--- src/rtl/prqs_pkg.sv ---
`default_nettype none

package prqs_pkg;

  localparam int NUM_LEVELS  = 32;
  localparam int QUEUE_DEPTH = 16;
  localparam int MAX_TASKS   = 64;

  localparam int OP_W     = 2;
  localparam int ID_W     = 6;
  localparam int PRIO_W   = 5;
  localparam int STATUS_W = 2;

  localparam int LVL_W     = $clog2(NUM_LEVELS);
  localparam int TASK_W    = $clog2(MAX_TASKS);
  localparam int PTR_W     = (QUEUE_DEPTH > 1) ? $clog2(QUEUE_DEPTH) : 1;
  localparam int CNT_W     = $clog2(QUEUE_DEPTH + 1);
  localparam int MEM_DEPTH = NUM_LEVELS * QUEUE_DEPTH;
  localparam int ADDR_W    = $clog2(MEM_DEPTH);

  localparam int CMD_DEPTH = 2;
  localparam int CPTR_W    = $clog2(CMD_DEPTH);
  localparam int CCNT_W    = $clog2(CMD_DEPTH + 1);

  localparam int RES_DEPTH = 2;
  localparam int RPTR_W    = $clog2(RES_DEPTH);
  localparam int RCNT_W    = $clog2(RES_DEPTH + 1);

  typedef enum logic [OP_W-1:0] {
    OP_ADD     = 2'd0,
    OP_CONSUME = 2'd1,
    OP_PEEK    = 2'd2,
    OP_NONE    = 2'd3
  } op_e;

  typedef enum logic [STATUS_W-1:0] {
    ST_OK    = 2'd0,
    ST_READY = 2'd1,
    ST_FULL  = 2'd2,
    ST_EMPTY = 2'd3
  } status_e;

  typedef enum logic [2:0] {
    KIND_ADD,
    KIND_REJECT,
    KIND_CONSUME,
    KIND_PEEK,
    KIND_NOP
  } kind_e;

  typedef struct packed {
    kind_e             kind;
    logic [ID_W-1:0]   task_id;
    logic [PRIO_W-1:0] prio;
  } cmd_t;

  typedef struct packed {
    status_e           status;
    logic [ID_W-1:0]   task_id;
    logic [PRIO_W-1:0] prio;
  } res_t;

endpackage

`default_nettype wire

--- src/rtl/prqs_out.sv ---
`default_nettype none

module prqs_out (
  input  wire                           clk_i,
  input  wire                           rst_ni,
  input  wire                           res_push_i,
  input  prqs_pkg::res_t                res_i,
  output logic                          res_space_o,
  output logic                          empty,
  input  wire                           pop,
  output logic [prqs_pkg::STATUS_W-1:0] status_o,
  output logic [prqs_pkg::ID_W-1:0]     out_task_id_o,
  output logic [prqs_pkg::PRIO_W-1:0]   out_priority_o
);
  import prqs_pkg::*;

  res_t              slot_q [RES_DEPTH];
  logic [RPTR_W-1:0] wr_ptr_q, wr_ptr_d;
  logic [RPTR_W-1:0] rd_ptr_q, rd_ptr_d;
  logic [RCNT_W-1:0] count_q, count_d;
  logic              pop_ok;
  res_t              head;

  assign empty       = (count_q == '0);
  assign res_space_o = (count_q != RCNT_W'(RES_DEPTH));
  assign pop_ok      = pop && !empty;
  assign head        = slot_q[rd_ptr_q];

  assign status_o       = head.status;
  assign out_task_id_o  = head.task_id;
  assign out_priority_o = head.prio;

  always_comb begin
    wr_ptr_d = wr_ptr_q;
    rd_ptr_d = rd_ptr_q;
    count_d  = count_q;
    if (res_push_i) begin
      wr_ptr_d = (wr_ptr_q == RPTR_W'(RES_DEPTH - 1)) ? '0 : wr_ptr_q + RPTR_W'(1);
    end
    if (pop_ok) begin
      rd_ptr_d = (rd_ptr_q == RPTR_W'(RES_DEPTH - 1)) ? '0 : rd_ptr_q + RPTR_W'(1);
    end
    if (res_push_i && !pop_ok) begin
      count_d = count_q + RCNT_W'(1);
    end else if (pop_ok && !res_push_i) begin
      count_d = count_q - RCNT_W'(1);
    end
  end

  always_ff @(posedge clk_i or negedge rst_ni) begin
    if (!rst_ni) begin
      wr_ptr_q <= '0;
      rd_ptr_q <= '0;
      count_q  <= '0;
    end else begin
      wr_ptr_q <= wr_ptr_d;
      rd_ptr_q <= rd_ptr_d;
      count_q  <= count_d;
    end
  end

  always_ff @(posedge clk_i) begin
    if (res_push_i) begin
      slot_q[wr_ptr_q] <= res_i;
    end
  end

endmodule

`default_nettype wire

--- config.mk ---
export PLATFORM = sky130hd
export DESIGN_NAME = prqs_out
export DESIGN_NICKNAME = d
export VERILOG_FILES = /design/src/rtl/prqs_pkg.sv /design/src/rtl/prqs_out.sv
export SDC_FILE = /design/constraint.sdc
export NUM_CORES = 1
export LEC_CHECK = 0
export ABC_AREA = 1
export BUFFER_PORTS_ARGS = -buffer_cell sky130_fd_sc_hd__clkbuf_2
export CAP_MARGIN = 25
export CORE_MARGIN = 3
export CORE_UTILIZATION = 40
export CTS_CLUSTER_DIAMETER = 200
export DETAILED_ROUTE_END_ITERATION = 6
export GPL_TIMING_DRIVEN = 0
export PLACE_DENSITY = 0.68
export SYNTH_ARGS = -nofsm -noshare
export SYNTH_HDL_FRONTEND = slang
export SYNTH_SLANG_ARGS = --single-unit
--- constraint.sdc ---
create_clock -name clk_i -period 1.8 [get_ports clk_i]
set_clock_uncertainty 0.05 [all_clocks]
set_input_delay 0 -clock clk_i [delete_from_list [all_inputs] [get_ports clk_i]]
set_output_delay 0 -clock clk_i [all_outputs]
set_load 0.02 [all_outputs]
-- After elaboration in Yosys (flattened, before gate mapping)
Memories as Yosys holds them, arrays and structs flattened.
Cells that the tools add are included.
Widths: inputs -> output; s select.
- $add $sub $neg: 4
- multiplexer cells: 6
- eq/ne operators: 1
- order comparisons: 0
- shift-type cells: 0
- div/mod/pow operators: 0
- bitwise logic cells: 0
- multipliers: 0
- reductions and logical operators: 8
- operators with widths (kind ; count):
    $mux 1 ; 4
    $mux 2 ; 2
    $logic_and 1x1->1 ; 3
    $logic_not 1->1 ; 3
    $add 1x1->1 const B ; 2
    $add 2x1->2 const B ; 1
    $logic_not 2->1 ; 1
    $ne 2x2->1 const B ; 1
    $reduce_bool 2->1 ; 1
    $sub 2x1->2 const B ; 1
- bits in writable memories: 26
- output and inout bits: 15
- latch bits: 0
- ROM bits: 0
- memories kept: 1
- register bits after elaboration: 4
- memory list (name ; depth ; bits a word ; read ports ; clocked after memory_dff ; wr ports ; line ; source):
    slot_q ; 2 ; 13 ; 1 ; 0 ; 1 ; prqs_out.sv:17 ; res_t slot_q [RES_DEPTH];

-- Longest topological paths before layout
- word-level depth: 6
- mapped depth: 7
- gate-level depth less buffers: 7

-- Worst setup path after synthesis
Ideal clock, no wire load.
- path type: register to register
- from: register wr_ptr_q
- to: memory slot_q[0][0] (netlist name), enable pin
- slack: 0.388 ns
- data required time: 1.368 ns
- stages on the path, launching flop included: 2
- path buffers: 0
- arrival time: 0.980 ns
- clock period less this slack: 1.412 ns
- cell sequence: dfrtp_1 nor2_1
- RTL lines (element ; line ; source):
    from (decl) ; prqs_out.sv:18 ; logic [RPTR_W-1:0] wr_ptr_q, wr_ptr_d;
    from (signal assigned) ; prqs_out.sv:56 ; wr_ptr_q <= wr_ptr_d;
    to (decl) ; prqs_out.sv:17 ;
Straight into the memory's write port.

-- Worst setup path in the final report
- from: register rd_ptr_q
- to: output port out_priority_o[2] (netlist name)
- longest elaborated chain between the ends: 1
- ends and longest elaborated chain (element ; line ; source):
    from (decl) ; prqs_out.sv:19 ; logic [RPTR_W-1:0] rd_ptr_q, rd_ptr_d;
    from (signal assigned) ; prqs_out.sv:57 ; rd_ptr_q <= rd_ptr_d;
    $mem_v2 2x13 ; -- ;
    to (decl) ; prqs_out.sv:13 ; output logic [prqs_pkg::PRIO_W-1:0] out_priority_o
Every way passes these cells.

==> summary.md <==
The ratio of cells with drive above 1 in the final layout works out to 0.276. After the first detailed-routing iteration, the DRC count stood at 23. Counting the buffers created by CTS gives 5. After layout, the worst setup slack is 0.443 ns. Static timing analysis puts the maximum clock frequency at 737 MHz.

In the routed design, unresolved DRC markers number 0. For the initial antenna violation count, the log shows 0. The run gives 32 as the number of top-level design ports. The filler cells instantiated in the layout total 212. Dividing the detail-routed wire length by the instance count gives 11.2 um. Prior to clock tree synthesis, the placed netlist has a worst setup slack of 0.463 ns. In this run the cell area measured after placement is 1370 sq um. The sum of routed wire length over all layers is 2.03 mm. The tool flagged a number of max-cap violations equal to 0. IR analysis of the VDD net gives a maximum drop of 0.862 mV. The run finished with clean final reports.

In this run the core area contains 18 standard-cell rows. Post-synthesis share of cell area spent on full adders, half adders and majority gates: 0.0108. The run gives 1.40 mm as the HPWL reported at the end of detailed placement. Largest family of logic cells by synthesized area: simple AND/OR/NAND/NOR gates. The path class of the tightest hold or removal check is in2reg.

Dividing the detail-routed via count by the number of cells gives 4.49. For the overall power after layout, the log shows 0.00229 W. Counting every sink on the clock net gives 30. At the worst endpoint, the required time is 1.75 ns. After the last flow step, the layout net total stands at 169.

The global router's overall resource usage is 0.128, and the count of final hold-check violations is 0. In this run the remaining antenna-violating nets after routing total 0. After routing the design area is 1590 sq um.

The clock-pin slew on the worst setup and hold paths was 0.09 ns. The global-route congestion overflow total is 0. The clock period could shrink to 1.36 ns.

The floorplan step defined a die boundary enclosing 3590 sq um. The type of the setup path with the least slack was reg2out. The floorplan step set the die height to 59.9 um. The number of buffers added on ports came out at 31. The area fraction in compound gates after synthesis works out to 0.00430. In this run the static leakage power is 0.734 nW. The tools report the via count of the first global-routing pass as 766. Simple logic cell fraction of the synthesized area: 0.174. TritonCTS built the clock tree.

In this run the mean area of a mapped cell was 12.2 sq um. Clock root buffer: sky130_fd_sc_hd__clkbuf_4. The first global-routing pass estimated 3.20 mm of wire. The portion of netlist area occupied by mux cells is 0.

Setup repair after global routing left no endpoint under its margin. The area growth from synthesis to layout is 36.8%. Worst-margin pin slew: 0.528 ns. The effective utilization at floorplan was 0.445. The share of the clock period used by the worst path after layout is 0.754. When the netlist entered floorplanning its net count stood at 113.

The relative slew slack is 0.647, and the first-pass iteration count of the detailed router is 4. The final design utilization came out at 0.609. The tools report the kind of launch point of the worst setup path as a register. Setup violations remaining at the end of the flow were counted as 0. Total power divided by cell area: 1440 nW/um^2. The H-tree was split into 2 levels.

For this run, the number of Yosys warnings is 0. In this run the deepest clock path goes through 2 buffers. The run gives 2610 sq um as the area of the core. The count of state elements after synthesis was 30.

Summed over all failing endpoints, the final setup total negative slack is 0 ns. The tools report the maximum number of pins on one net before global-route repair as 14. The sequential cell area fraction in the yosys report was 0.757; the chip width was 59.9 um. After synthesis the cells add up to 1160 sq um.

The synthesized instance count was 95. Data on the critical path arrives at its endpoint at 1.31 ns. The antenna diode count was 0.

For the later-pin clock latency in the skew report, the log shows 0.31 ns. The final number of max-transition violations was 0. The post-synthesis share of cell area spent on xor and xnor gates is 0.0151, and the weighted congestion at the end of routability-driven global placement is 0.634. Cell depth of the worst hold path: 2. The total number of vias is 818, and the logic depth of the worst register-to-register path is 6.

In this run the worst path has a maximum fanout of 10. The run gives 15 as the number of distinct library cell variants in the gate-level netlist after synthesis. The worst setup path is captured at an output port.
-- cell usage after synthesis, drive strengths merged --
library cell,count,share of area
xor2,1,0.0075
nand2,47,0.15
ha,1,0.011
nand4,1,0.0054
nand3,1,0.0043
nand3b,1,0.0065
buf,2,0.016
edfxtp,26,0.67
xnor2,1,0.0075
dfrtp,4,0.086
inv,7,0.023
o21ai,1,0.0043
nor2,2,0.0065
-- final timing paths --
kind,from,endpoint,slack (ns)
max,rd_ptr_q,out_priority_o[2],0.44
min,res_i[11],slot_q[1][11],0.36
max reg2reg,count_q[0],count_q[1],0.46
min reg2reg,wr_ptr_q,wr_ptr_q,0.45
max in group asynchronous,rst_ni,count_q[0],0.99
min in group asynchronous,rst_ni,count_q[1],0.53
-- cells by family after synthesis --
| group | after synthesis |
|---|---|
| adders and majority gates | 1 |
| xor gates and xnor gates | 2 |
| AOI/OAI and AO/OA | 1 |
| buffers and inverters | 9 |
| and+or+nand+nor | 52 |
| DFF | 30 |
-- worst max-delay path, cell delays in order, from the launching register on --
cell	delay, ns
sky130_fd_sc_hd__dfrtp_1	0.45
sky130_fd_sc_hd__inv_2	0.12
sky130_fd_sc_hd__buf_6	0.14
sky130_fd_sc_hd__nand2_1	0.05
sky130_fd_sc_hd__nand2_1	0.06
sky130_fd_sc_hd__clkbuf_2	0.16
-- cell type report --
| type | count | area (sq um) | area share |
|---|---|---|---|
| Clock inverter | 3 | 16.3 | 0.0102 |
| Tap cell | 30 | 37.5 | 0.0236 |
| Inverter | 7 | 26.3 | 0.0165 |
| Clock buffer | 5 | 37.5 | 0.0236 |
| Multi-Input combinational cell | 56 | 238 | 0.149 |
| Timing Repair Buffer | 49 | 337 | 0.211 |
| Buffer | 2 | 18.8 | 0.0118 |
| Sequential cell | 30 | 881 | 0.553 |
-- sequential cells by signal, summed over array words and instances, names as in the netlist --
signal / count
count_q: 2
slot_q: 26
rd_ptr_q: 1
wr_ptr_q: 1
-- cell usage in the layout (no fill, tap or decap) --
cell type,Yosys,layout
sky130_fd_sc_hd__clkbuf_2,0,31
sky130_fd_sc_hd__o21ai_1,1,1
sky130_fd_sc_hd__buf_4,1,1
sky130_fd_sc_hd__clkbuf_4,0,5
sky130_fd_sc_hd__edfxtp_1,26,26
sky130_fd_sc_hd__ha_1,1,1
sky130_fd_sc_hd__nor2_1,2,2
sky130_fd_sc_hd__xor2_1,1,1
sky130_fd_sc_hd__nand4_1,1,1
sky130_fd_sc_hd__nand3_1,1,1
sky130_fd_sc_hd__clkinv_2,0,1
sky130_fd_sc_hd__xnor2_1,1,1
sky130_fd_sc_hd__dfrtp_1,4,4
sky130_fd_sc_hd__clkinvlp_4,0,1
sky130_fd_sc_hd__clkinv_1,0,1
sky130_fd_sc_hd__dlygate4sd3_1,0,17
sky130_fd_sc_hd__buf_6,1,2
sky130_fd_sc_hd__nand2_1,47,47
sky130_fd_sc_hd__nand3b_1,1,1
sky130_fd_sc_hd__inv_1,6,6
sky130_fd_sc_hd__inv_2,1,1
-- repair_timing --
| item | CTS | global route |
|---|---|---|
| hold endpoints to repair | 32 | 0 |
| setup buffers | 0 | 0 |
| resized for setup | 0 | 0 |
| hold buffers | 17 | 0 |
| endpoints found under the setup margin | 0 | 0 |
-- layer usage --
| layer | vias to the layer above | wire length (um) | track usage | part of all wire |
|---|---|---|---|---|
| met5 | - | 0 | 0 | 0 |
| met4 | 0 | 38 | 0.0570 | 0.019 |
| met3 | 4 | 132 | 0.0583 | 0.065 |
| met2 | 24 | 1060 | 0.216 | 0.52 |
| met1 | 365 | 806 | 0.137 | 0.40 |
| li1 | 425 | - | - | - |
-- report_power, final --
group,leakage (nW),internal [W],switching (W),total [W]
sequential,0.292,0.000937,0.0000857,0.00102
clock,0.0286,0.000145,0.000214,0.000359
combinational,0.413,0.000319,0.000590,0.000908
-- metrics by stage --
| stage | cells | hold WS [ns] |
|---|---|---|
| after floorplan | 95 | -0.346 |
| after global placement | 156 | -0.236 |
| after CTS | 182 | 0.330 |
| after detailed placement | 157 | -0.236 |
| final | 182 | 0.355 |
| after global routing | 182 | 0.332 |
(Power assumes the default switching activity.)
