## src/rtl/prqs_pkg.sv

```systemverilog
`default_nettype none

package prqs_pkg;

  localparam int NUM_LEVELS  = 32;
  localparam int QUEUE_DEPTH = 16;
  localparam int MAX_TASKS   = 64;

  localparam int OP_W     = 2;
  localparam int ID_W     = 6;
  localparam int PRIO_W   = 5;
  localparam int STATUS_W = 2;

  localparam int LVL_W     = $clog2(NUM_LEVELS);
  localparam int TASK_W    = $clog2(MAX_TASKS);
  localparam int PTR_W     = (QUEUE_DEPTH > 1) ? $clog2(QUEUE_DEPTH) : 1;
  localparam int CNT_W     = $clog2(QUEUE_DEPTH + 1);
  localparam int MEM_DEPTH = NUM_LEVELS * QUEUE_DEPTH;
  localparam int ADDR_W    = $clog2(MEM_DEPTH);

  localparam int CMD_DEPTH = 2;
  localparam int CPTR_W    = $clog2(CMD_DEPTH);
  localparam int CCNT_W    = $clog2(CMD_DEPTH + 1);

  localparam int RES_DEPTH = 2;
  localparam int RPTR_W    = $clog2(RES_DEPTH);
  localparam int RCNT_W    = $clog2(RES_DEPTH + 1);

  typedef enum logic [OP_W-1:0] {
    OP_ADD     = 2'd0,
    OP_CONSUME = 2'd1,
    OP_PEEK    = 2'd2,
    OP_NONE    = 2'd3
  } op_e;

  typedef enum logic [STATUS_W-1:0] {
    ST_OK    = 2'd0,
    ST_READY = 2'd1,
    ST_FULL  = 2'd2,
    ST_EMPTY = 2'd3
  } status_e;

  typedef enum logic [2:0] {
    KIND_ADD,
    KIND_REJECT,
    KIND_CONSUME,
    KIND_PEEK,
    KIND_NOP
  } kind_e;

  typedef struct packed {
    kind_e             kind;
    logic [ID_W-1:0]   task_id;
    logic [PRIO_W-1:0] prio;
  } cmd_t;

  typedef struct packed {
    status_e           status;
    logic [ID_W-1:0]   task_id;
    logic [PRIO_W-1:0] prio;
  } res_t;

endpackage

`default_nettype wire

```

## src/rtl/prqs_front.sv

```systemverilog
`default_nettype none

module prqs_front (
  input  wire                           clk_i,
  input  wire                           rst_ni,
  input  wire                           push,
  output logic                          full,
  input  wire  [prqs_pkg::OP_W-1:0]     op_i,
  input  wire  [prqs_pkg::ID_W-1:0]     task_id_i,
  input  wire  [prqs_pkg::PRIO_W-1:0]   task_priority_i,
  output logic                          cmd_valid_o,
  output prqs_pkg::cmd_t                cmd_o,
  input  wire                           cmd_take_i
);
  import prqs_pkg::*;

  cmd_t              slot_q [CMD_DEPTH];
  logic [CPTR_W-1:0] wr_ptr_q, wr_ptr_d;
  logic [CPTR_W-1:0] rd_ptr_q, rd_ptr_d;
  logic [CCNT_W-1:0] count_q, count_d;
  cmd_t              in_cmd;
  logic              push_ok;
  logic              take_ok;

  // Adds with a level or task id beyond the tables are marked here so the
  // back end never indexes its state with them.
  always_comb begin
    in_cmd.task_id = task_id_i;
    in_cmd.prio    = task_priority_i;
    case (op_e'(op_i))
      OP_ADD: begin
        if (int'(task_priority_i) >= NUM_LEVELS || int'(task_id_i) >= MAX_TASKS) begin
          in_cmd.kind = KIND_REJECT;
        end else begin
          in_cmd.kind = KIND_ADD;
        end
      end
      OP_CONSUME: in_cmd.kind = KIND_CONSUME;
      OP_PEEK:    in_cmd.kind = KIND_PEEK;
      default:    in_cmd.kind = KIND_NOP;
    endcase
  end

  assign full        = (count_q == CCNT_W'(CMD_DEPTH));
  assign cmd_valid_o = (count_q != '0);
  assign cmd_o       = slot_q[rd_ptr_q];
  assign push_ok     = push && !full;
  assign take_ok     = cmd_take_i && cmd_valid_o;

  always_comb begin
    wr_ptr_d = wr_ptr_q;
    rd_ptr_d = rd_ptr_q;
    count_d  = count_q;
    if (push_ok) begin
      wr_ptr_d = (wr_ptr_q == CPTR_W'(CMD_DEPTH - 1)) ? '0 : wr_ptr_q + CPTR_W'(1);
    end
    if (take_ok) begin
      rd_ptr_d = (rd_ptr_q == CPTR_W'(CMD_DEPTH - 1)) ? '0 : rd_ptr_q + CPTR_W'(1);
    end
    if (push_ok && !take_ok) begin
      count_d = count_q + CCNT_W'(1);
    end else if (take_ok && !push_ok) begin
      count_d = count_q - CCNT_W'(1);
    end
  end

  always_ff @(posedge clk_i or negedge rst_ni) begin
    if (!rst_ni) begin
      wr_ptr_q <= '0;
      rd_ptr_q <= '0;
      count_q  <= '0;
    end else begin
      wr_ptr_q <= wr_ptr_d;
      rd_ptr_q <= rd_ptr_d;
      count_q  <= count_d;
    end
  end

  always_ff @(posedge clk_i) begin
    if (push_ok) begin
      slot_q[wr_ptr_q] <= in_cmd;
    end
  end

endmodule

`default_nettype wire

```

## config.mk

```make
export PLATFORM = sky130hd
export DESIGN_NAME = prqs_front
export DESIGN_NICKNAME = d
export VERILOG_FILES = /design/src/rtl/prqs_pkg.sv /design/src/rtl/prqs_front.sv
export SDC_FILE = /design/constraint.sdc
export NUM_CORES = 1
export LEC_CHECK = 0
export BUFFER_PORTS_ARGS = -buffer_cell sky130_fd_sc_hd__buf_4
export CAP_MARGIN = 30
export CORE_ASPECT_RATIO = 2
export CORE_MARGIN = 3
export CORE_UTILIZATION = 50
export CTS_CLUSTER_DIAMETER = 50
export DETAILED_ROUTE_END_ITERATION = 10
export PLACE_DENSITY_LB_ADDON = 0.12
export SLEW_MARGIN = 15
export SYNTH_ARGS = -nofsm -noshare
export SYNTH_HDL_FRONTEND = slang
export SYNTH_SLANG_ARGS = --single-unit
```

## constraint.sdc

```tcl
create_clock -name clk_i -period 1.86 [get_ports clk_i]
set_input_delay 0.465 -clock clk_i [delete_from_list [all_inputs] [get_ports clk_i]]
set_output_delay 0.465 -clock clk_i [all_outputs]
set_load 0.05 [all_outputs]
```

## After elaboration in Yosys (flattened, before gate mapping)

Memories as Yosys holds them, arrays and structs flattened.
Index checks and enable logic that the tools add are counted.

| storage, ports and cells | value |
|---|---|
| register bits | 4 |
| bits in writable memories | 28 |
| output and inout bits | 16 |
| memories kept | 1 |

| operators by class | value |
|---|---|
| add/subtract/negate cells | 4 |
| eq/ne operators | 3 |
| mux-type cells | 7 |
| reductions and logical operators | 10 |

Memories:

| name | depth | bits a word | rd ports | clocked after memory_dff | write ports | RTL line | source |
|---|---|---|---|---|---|---|---|
| slot_q | 2 | 14 | 1 | 0 | 1 | prqs_front.sv:17 | `cmd_t slot_q [CMD_DEPTH];` |

Operators with widths:

| cell | number |
|---|---|
| one-hot mux 3 bit (3 select lines) | 1 |
| equality test 2 bit (second input constant) | 2 |
| logical AND 1 bit | 4 |
| 2-to-1 mux 1 bit | 4 |
| 2-to-1 mux 2 bit | 2 |
| nonzero test 2 bit | 2 |
| logical NOT 1 bit | 3 |
| adder 1 bit (second input constant) | 2 |
| adder 2 x 1 -> 2 bit (second input constant) | 1 |
| equality test 2 x 1 -> 1 bit (second input constant) | 1 |
| logical NOT 2 bit | 1 |
| subtractor 2 x 1 -> 2 bit (second input constant) | 1 |

## Depth between registers and ports, before layout

Gate-level depths: netlist of the first run.

| logic depth | value |
|---|---|
| word-level depth | 7 |
| gate-level depth with buffers | 7 |

## Worst setup path after synthesis of the first run

No wires, ideal clock.

| timing | value |
|---|---|
| path type | register to register |
| start point | register count_q[0] |
| end point | memory slot_q[0][0] (netlist bit), enable pin |
| library setup time | 0.384 ns |
| arrival | 1.234 ns |
| required time | 1.476 ns |
| slack | 0.241 ns |
| cell stages (with the launch flop) | 4 |
| period minus slack after synthesis | 1.619 ns |
| cells stage by stage | dfrtp_1 -> nand2b_1 -> nand2_1 -> nor2_1 |

| on the way | value |
|---|---|
| cells in the longest elaborated chain, start to end | 5 |

Ends and longest elaborated chain:

| item | RTL line | source |
|---|---|---|
| start: declaration | prqs_front.sv:20 | `logic [CCNT_W-1:0] count_q, count_d;` |
| start signal: assignment | prqs_front.sv:75 | `count_q <= count_d;` |
| equality test 2 bit | prqs_front.sv:44 | `assign full = (count_q == CCNT_W'(CMD_DEPTH));` |
| logical NOT 1 bit | prqs_front.sv:47 | `assign push_ok = push && !full;` |
| logical AND 1 bit | prqs_front.sv:47 |  |
| 2-to-1 mux 1 bit | prqs_front.sv:80 | `if (push_ok) begin` |
| 2-to-1 mux 1 bit (not written as such) | prqs_front.sv:81 | `slot_q[wr_ptr_q] <= in_cmd;` |
| end: declaration | prqs_front.sv:17 |  |

No other way between the ends.

==> results.py, run 1 <==
metrics = {
    "run_status": {
        "outcome": "complete, no violations",
    },
    "grt": {
        "globalRouteMet2Util": 0.253,
        "use_met3": 0.0510,
        "track_usage": 0.145,
        "antenna_found_initial": 0,
        "grtUsageMet1": 0.126,
        "grt_start_max_net_pins": 15,
        "grt_busiest_layer": "met2",
        "grt_pass1_vias": 752,
        "grt_pass1_wl_um": 3260,
        "gr-total-overflow": 0,
    },
    "timing": {
        "slew_headroom": 0.875,
        "worstMarginPinSlew_ps": 187,
        "skew_ps": 2.69,
        "period_share": 0.970,
        "setup_violations": 0,
        "slew_violations": 0,
        "fin_setup_tns_ps": 0,
        "setup_ws_ps": 56.0,
        "max_freq_mhz": 554,
        "rsz0062_at_grt": "no",
        "final-hold-violation-count": 0,
        "post-route-min-period_ps": 1800,
    },
    "clocking": {
        "post_cts_buffers": 0,
        "cts_tree": "built",
        "clock_sinks": 32,
        "cts_buffer_depth": 2,
        "root_buffer": "clkbuf_8",
        "clk_pin_slew_worst_paths_ps": 60,
        "htreeDepth": 2,
        "insertion_delay_ps": 280,
        "cts_buffers": 5,
    },
    "placement": {
        "hpwlAfterDp_um": 1500,
        "port_buffers": 32,
        "dp_slack_ps": 285,
        "gp_congestion": 0.596,
    },
    "critical_path": {
        "slowest_delay_ps": 380,
        "path_cells": "buf_4 -> mux2_2 -> buf_4",
        "reg2reg_slack_ps": 320,
        "start_kind": "flip-flop",
        "crit_path_top_delay_cell": "dfrtp_1",
        "worstRegToRegCells": 6,
        "crit_path_end_kind": "primary output",
        "r2r-start": "count_q[0]$_DFFE_PN0P_",
        "crit_end": "cmd_o[13]",
        "r2r_end": "count_q[1]$_DFFE_PN0P_",
        "arrival_ps": 1340,
        "critPathKind": "reg2out",
        "startpoint": "rd_ptr_q$_DFFE_PN0P_",
        "worstPathRequired_ps": 1390,
        "crit_top_cell": "buf_4",
        "path_max_fanout": 4,
    },
    "detailed_routing": {
        "wl_um": 1960,
        "drc_errors": 0,
        "routedWlPerCell_um": 14.3,
        "vias_per_cell": 4.98,
        "drt_iter0_drc": 6,
        "vias": 682,
        "dr.pass1.iters": 2,
        "ant_nets": 0,
    },
    "synthesis": {
        "yosys.area_share.simple": 0.0280,
        "synth_seq_area_share": 0.726,
        "synth_top_family_by_area": "multiplexers",
        "synth_area_um2": 1300,
        "ys_warn_count": 0,
        "synthAdderAreaFrac": 0.0290,
        "ys_types": 16,
        "synth_compound_area_frac": 0,
        "synth-xor-area-share": 0.0338,
        "synth_nets": 87,
        "synthMuxAreaShare": 0.148,
        "synth.ff_latch_count": 32,
        "syn_inst": 67,
        "syn_avg_cell_area_um2": 19.3,
    },
    "flow_run": {
        "cap_violations": 0,
    },
    "die": {
        "core_area_um2": 2410,
        "dieHeight_um": 78.0,
        "dieArea_um2": 3280,
        "rows": 25,
        "io-pin-count": 33,
        "die_w_um": 42.0,
        "start_util": 0.538,
    },
    "power": {
        "ir_drop_mv": 1.15,
        "p_leak_nw": 0.731,
        "power.density_nw_per_um2": 1890,
        "report.power.total_w": 0.00324,
    },
    "min_path": {
        "min_path_type": "in2reg",
    },
    "finish": {
        "area_delta_synth_final_pct": 32.5,
        "drive_gt1_frac": 0.527,
        "num-nets-final": 129,
        "fin_util": 0.713,
        "antenna_cells": 0,
    },
}
## layout by cell type (no fill, tap or decap)
master	instances
bufinv_16	1
ha_1	3
edfxtp_1	28
clkbuf_8	6
buf_4	31
nand2_2	1
mux2_2	5
buf_6	4
nand2_1	1
or2_1	1
xnor2_1	3
and3_1	1
dlygate4sd3_1	1
nand2b_1	1
buf_8	1
clkinv_1	1
xor2_1	2
mux2_4	9
dfrtp_1	4
inv_1	4
nor2_1	2
## stage by stage
stage	area, um2	hold WS [ps]	std cells
6_report	1720	370	137
5_1_grt	1720	354	137
4_1_cts	1700	363	137
3_3_place_gp	1570	264	128
3_5_place_dp	1570	266	128
2_1_floorplan	1300	169	67
## critical path, delay by kind of cell (launching register included)
family,cells,cell delay [ps]
mux,1,330
flops,1,380
buf+inv,2,350
## Yosys cell counts
library cell  instances  area share
and3_1                1      0.0048
buf_12                1       0.015
buf_6                 1      0.0087
dfrtp_1               4       0.077
edfxtp_1             28        0.65
ha_1                  3       0.029
inv_1                 4       0.012
mux2_2                5       0.043
mux2_4                9        0.10
nand2_1               1      0.0029
nand2_2               1      0.0048
nand2b_1              1      0.0048
nor2_1                2      0.0058
or2_1                 1      0.0048
xnor2_1               3       0.020
xor2_1                2       0.014
## per-layer routing
layer,vias to the layer above,share of wire
li1,325,-
met1,327,0.33
met2,23,0.57
met3,7,0.064
met4,0,0.037
met5,-,0
## layout make-up
type,instances,area [um2]
inverter,4,15.0
clock buffer,6,82.6
multi-input combinational,29,309
tap,27,33.8
clock inverter,2,33.8
sequential,32,941
fill,168,691
timing repair buffer,37,303
## flip-flops by register name, summed over array words and instances (netlist names)
register  count
slot_q       28
count_q       2
rd_ptr_q      1
wr_ptr_q      1
## worst min path at each step
stage	start	endpoint	cells after the start
5_1_grt	task_id_i[4]	slot_q[1][9]$_DFFE_PP_	1
2_1_floorplan	rst_ni	count_q[0]$_DFFE_PN0P_	0
4_1_cts	task_id_i[4]	slot_q[1][9]$_DFFE_PP_	1
3_5_place_dp	rst_ni	wr_ptr_q$_DFFE_PN0P_	1
6_report	task_id_i[4]	slot_q[1][9]$_DFFE_PP_	1
3_3_place_gp	rst_ni	wr_ptr_q$_DFFE_PN0P_	1
## logic make-up (layout without fill, tap and decap cells)
logic type	Yosys count	in the layout
XOR/XNOR	5	5
adder cells (fa/ha/maj)	3	3
buffers and inverters	6	49
flip-flops	32	32
multiplexers	14	14
AND/OR/NAND/NOR	7	7
## timing repair
item,4_1_cts,5_1_grt
endpoints found under the hold margin,4,0
pin swaps,0,0
hold buffers,1,0
resized for setup,1,5
setup endpoints to repair,4,4
## power breakdown
part	switching, W	internal, W	total [W]
combinational	0.000913	0.000590	0.00150
clock	0.000239	0.000431	0.000670
sequential	0.0000743	0.000998	0.00107
total	0.00123	0.00202	0.00324
No activity file was read; power rests on OpenSTA's default activity.
==> run 2, diff against run 1 <==
Settings changed: CORE_UTILIZATION 50 to 45.
==> run 2 against run 1 <==
Against the previous run: utilization shrank 11 points; worst hold slack gained 9.5 ps; global-route usage shrank 1.8 points; first-iteration DRC count is the same; critical path type unchanged.
==> results.py, run 2 (same netlist as run 1, synthesis figures left out) <==
metrics = {
    "power": {
        "ir_drop_mv": 1.01,
        "p_leak_nw": 0.711,
        "power.density_nw_per_um2": 1810,
    },
    "critical_path": {
        "path_delay_family": "flip-flops",
        "slowest_delay_ps": 370,
        "crit_path_end_kind": "primary output",
        "worstPathRequired_ps": 1390,
        "path_max_fanout": 15,
        "critPathBufInv": 2,
        "arrival_ps": 1330,
        "r2r-start": "count_q[0]$_DFFE_PN0P_",
        "critPathKind": "reg2out",
        "path_cells": "buf_12 -> mux2_2 -> buf_6",
        "worstRegToRegCells": 6,
        "r2r_end": "count_q[1]$_DFFE_PN0P_",
        "start_kind": "flip-flop",
        "reg2reg_slack_ps": 340,
        "crit_path_top_delay_cell": "dfrtp_1",
    },
    "detailed_routing": {
        "drc_errors": 0,
        "wl_um": 1940,
        "vias": 669,
        "routedWlPerCell_um": 14.1,
        "vias_per_cell": 4.88,
        "drt_iter0_drc": 6,
        "dr.pass1.iters": 4,
        "ant_nets": 0,
    },
    "placement": {
        "gp_congestion": 0.610,
        "hpwlAfterDp_um": 1410,
        "port_buffers": 32,
        "dpl_cell_area_um2": 1580,
    },
    "finish": {
        "max_flop_register": "slot_q",
        "area_delta_synth_final_pct": 29.8,
        "drive_gt1_frac": 0.519,
        "final_cell_mix": "buf_4 (29), edfxtp_1 (28), mux2_4 (9)",
        "layout_commonest_cell": "buf_4",
        "design_area_um2": 1680,
        "fillerInstances": 226,
        "largest_reg_flops": 28,
        "antenna_cells": 0,
        "reg_top3": "slot_q x28, count_q x2",
        "num-nets-final": 128,
    },
    "clocking": {
        "htreeDepth": 2,
        "cts_buffers": 5,
        "cts_buffer_depth": 2,
        "root_buffer": "clkbuf_8",
        "post_cts_buffers": 0,
        "clock_sinks": 32,
        "cts_tree": "built",
        "insertion_delay_ps": 270,
        "clk_pin_slew_worst_paths_ps": 60,
    },
    "grt": {
        "gr-total-overflow": 0,
        "grt_start_max_net_pins": 16,
        "grt_pass1_vias": 707,
        "grt_pass1_wl_um": 3080,
        "track_usage": 0.127,
        "antenna_found_initial": 0,
    },
    "die": {
        "rows": 27,
        "core_area_um2": 2770,
        "dieHeight_um": 81.9,
        "dieArea_um2": 3600,
        "die_w_um": 44.0,
        "io-pin-count": 33,
        "start_util": 0.468,
    },
    "flow_run": {
        "cap_violations": 0,
    },
    "timing": {
        "skew_ps": 2.88,
        "post-route-min-period_ps": 1800,
        "fin_setup_tns_ps": 0,
        "max_freq_mhz": 557,
        "worstMarginPinSlew_ps": 188,
        "period_share": 0.965,
        "slew_violations": 0,
        "final-hold-violation-count": 0,
        "rsz0062_at_grt": "no",
        "setup_violations": 0,
        "slew_headroom": 0.875,
    },
    "min_path": {
        "min_path_type": "in2reg",
        "min_path_cells": 1,
        "hp-start": "task_priority_i[3]",
        "hold_path_end": "slot_q[1][3]$_DFFE_PP_",
    },
    "run_status": {
        "outcome": "complete, no violations",
    },
}
==> run 2: per-layer routing <==
metal / global-route usage / vias up / share of wire
met2: 0.213 / 26 / 0.58
li1: - / 324 / -
met1: 0.118 / 317 / 0.34
met4: 0.109 / 0 / 0.019
met5: 0 / - / 0
met3: 0.0417 / 2 / 0.065
==> run 2: layout make-up <==
class / count / area, um2 / share of cell area
inverters: 4 / 15.0 / 0.00892
well taps: 29 / 36.3 / 0.0216
multi-input cells: 29 / 309 / 0.184
repair buffers: 36 / 304 / 0.181
flip-flops and latches: 32 / 941 / 0.559
clock inverters: 1 / 5.00 / 0.00297
clock buffers: 6 / 72.6 / 0.0431
==> run 2: stage by stage <==
step / cells / utilization / hold slack, ps / setup WS, ps / total power [W]
floorplan: 67 / - / 169 / 241 / 0.00221
global placement: 129 / 0.569 / 268 / 334 / 0.00255
detailed placement: 129 / 0.569 / 269 / 331 / 0.00258
CTS: 137 / 0.601 / 367 / 15.8 / 0.00305
global route: 137 / 0.607 / 363 / 11.5 / 0.00320
finish: 137 / 0.607 / 380 / 64.7 / 0.00305
==> run 2: report_power, final <==
| group | switching, W | leakage [nW] | internal [W] | total, W |
|---|---|---|---|---|
| clock | 0.000210 | 0.0410 | 0.000253 | 0.000464 |
| combinational | 0.000913 | 0.362 | 0.000596 | 0.00151 |
| sequential | 0.0000763 | 0.308 | 0.000998 | 0.00107 |
| total | 0.00120 | 0.711 | 0.00185 | 0.00305 |
==> run 2: worst max path at each step <==
stage	from	to	slack, ps	cells after the start
floorplan	count_q[0]$_DFFE_PN0P_	slot_q[0][0]$_DFFE_PP_	240	3
global placement	rd_ptr_q$_DFFE_PN0P_	cmd_o[4]	330	3
detailed placement	rd_ptr_q$_DFFE_PN0P_	cmd_o[4]	330	3
CTS	rd_ptr_q$_DFFE_PN0P_	cmd_o[4]	20	3
global route	rd_ptr_q$_DFFE_PN0P_	cmd_o[10]	10	3
finish	rd_ptr_q$_DFFE_PN0P_	cmd_o[4]	60	3
==> run 2: worst register-to-register path: stages, from the launching register on <==
cell	delay, ps
dfrtp_1	420
nand2b_1	180
nand2_1	120
inv_1	60
ha_1	320
nor2_1	160
xor2_1	170
==> run 2: what timing repair did <==
| item | 4_1_cts | 5_1_grt |
|---|---|---|
| gates resized for setup | 0 | 5 |
| hold buffers | 1 | 0 |
| setup endpoints to repair | 0 | 5 |
| endpoints found under the hold margin | 4 | 0 |
==> run 3, diff against run 2 <==
Settings changed: SLEW_MARGIN 15 to default.
Clock period 1.86 ns to 1.6 ns, I/O delays scaled along.
==> run 3 against run 2 <==
Against the previous run: the run now ends with negative setup slack left; via count increased by 5.8%; clock skew increased by 3.9 ps; global-route usage increased by 0.90 points; largest power group unchanged.
==> results.py, run 3 (same netlist as run 1, synthesis figures left out) <==
metrics = {
    "timing": {
        "setup_violations": 14,
        "post-route-min-period_ps": 1720,
        "final-hold-violation-count": 0,
        "skew_ps": 6.80,
        "slew_headroom": 0.823,
        "max_freq_mhz": 580,
        "fin_setup_tns_ps": -1600,
        "rsz0062_at_grt": "yes",
        "period_share": 1.08,
        "worstMarginPinSlew_ps": 266,
        "setup_ws_ps": -125,
        "slew_violations": 0,
    },
    "detailed_routing": {
        "vias_per_cell": 4.92,
        "drt_iter0_drc": 6,
        "wl_um": 2050,
        "ant_nets": 0,
        "drc_errors": 0,
        "vias": 708,
        "dr.pass1.iters": 3,
        "routedWlPerCell_um": 14.2,
    },
    "power": {
        "p_leak_nw": 0.790,
        "ir_drop_mv": 1.15,
        "power.density_nw_per_um2": 2160,
    },
    "critical_path": {
        "worstPathRequired_ps": 1200,
        "arrival_ps": 1320,
        "crit_path_end_kind": "primary output",
        "start_kind": "flip-flop",
        "critPathKind": "reg2out",
        "path_max_fanout": 5,
    },
    "grt": {
        "track_usage": 0.136,
        "grt_busiest_layer": "met2",
        "grt_pass1_vias": 736,
        "antenna_found_initial": 0,
        "grt_pass1_wl_um": 3380,
        "globalRouteMet2Util": 0.222,
        "grtUsageMet1": 0.136,
        "use_met3": 0.0504,
        "grt_start_max_net_pins": 11,
        "gr-total-overflow": 0,
    },
    "die": {
        "dieHeight_um": 81.9,
        "io-pin-count": 33,
        "dieArea_um2": 3600,
        "die_w_um": 44.0,
        "core_area_um2": 2770,
        "rows": 27,
        "start_util": 0.468,
    },
    "finish": {
        "num-nets-final": 134,
        "area_delta_synth_final_pct": 40.5,
        "largest_reg_flops": 28,
        "final_cell_mix": "edfxtp_1 (28), buf_4 (23), mux2_4 (14), buf_6 (13), clkbuf_8 (6)",
        "antenna_cells": 0,
        "fin_util": 0.658,
        "layout_commonest_cell": "edfxtp_1",
        "drive_gt1_frac": 0.574,
        "max_flop_register": "slot_q",
        "reg_top3": "slot_q x28, count_q x2",
    },
    "run_status": {
        "outcome": "finished with violations",
        "violations": "negative setup slack",
    },
    "placement": {
        "gp_congestion": 0.602,
        "dp_slack_ps": 136,
        "hpwlAfterDp_um": 1450,
        "port_buffers": 32,
    },
    "clocking": {
        "cts_tree": "built",
        "insertion_delay_ps": 280,
        "root_buffer": "clkbuf_8",
        "clk_pin_slew_worst_paths_ps": 70,
        "htreeDepth": 2,
        "clock_sinks": 32,
        "cts_buffer_depth": 2,
        "cts_buffers": 5,
    },
    "flow_run": {
        "cap_violations": 0,
    },
    "min_path": {
        "min_path_type": "in2reg",
    },
}
==> run 3: cell types whose count changed in the layout (fill, tap and decap cells not counted), sizes merged <==
cell / previous run / this run
buf: 35 / 41
clkinv: 1 / 2
==> run 3: through the flow <==
stage                     instances  hold WS [ps]  instance area, um2  power, W
after CTS                       143           292                1810   0.00393
after detailed placement        133           199                1600   0.00301
after global routing            144           287                1820   0.00411
after floorplan                  67           104                1300   0.00258
final                           144           300                1820   0.00393
after global placement          133           202                1600   0.00299
==> run 3: layer usage <==
metal	vias to the layer above	routed length (um)
met5	-	0
met4	0	56
met3	6	125
met2	25	1160
met1	340	704
li1	337	-
==> run 3: worst paths after layout <==
path | endpoint | start | slack [ps] | cells after the start
min in group asynchronous | wr_ptr_q$_DFFE_PN0P_ | rst_ni | 440 | 2
hold reg to reg | count_q[1]$_DFFE_PN0P_ | count_q[1]$_DFFE_PN0P_ | 500 | 1
setup / recovery | cmd_o[10] | rd_ptr_q$_DFFE_PN0P_ | -120 | 3
max in group asynchronous | rd_ptr_q$_DFFE_PN0P_ | rst_ni | 1050 | 2
setup reg to reg | count_q[1]$_DFFE_PN0P_ | count_q[0]$_DFFE_PN0P_ | 120 | 6
hold / removal | slot_q[0][2]$_DFFE_PP_ | task_priority_i[2] | 300 | 1
==> run 3: what timing repair did <==
item                                    4_1_cts  5_1_grt
endpoints found under the setup margin       14       17
hold buffers                                  1        0
cloned                                        0        0
gates resized for setup                      27        2
setup buffers                                 1        1
hold endpoints to repair                      4        0
==> run 3: final cells by class <==
cell class                      instances  area, um2
Inverter                                4       15.0
Fill cell                             206        948
Sequential cell                        32        941
Tap cell                               29       36.3
Timing Repair Buffer                   42        404
Clock buffer                            6       82.6
Clock inverter                          2       10.0
Multi-Input combinational cell         29        333
==> run 3: report_power, final <==
group / leakage (nW) / total, W / switching, W / internal (W)
clock: 0.0510 / 0.000626 / 0.000284 / 0.000342
combinational: 0.431 / 0.00205 / 0.00113 / 0.000921
sequential: 0.308 / 0.00125 / 0.0000947 / 0.00116
==> run 3: worst max-delay path: stages, from the launching register on <==
cell and delay, ps:
dfrtp_1 420, buf_6 160, mux2_4 310, buf_8 150
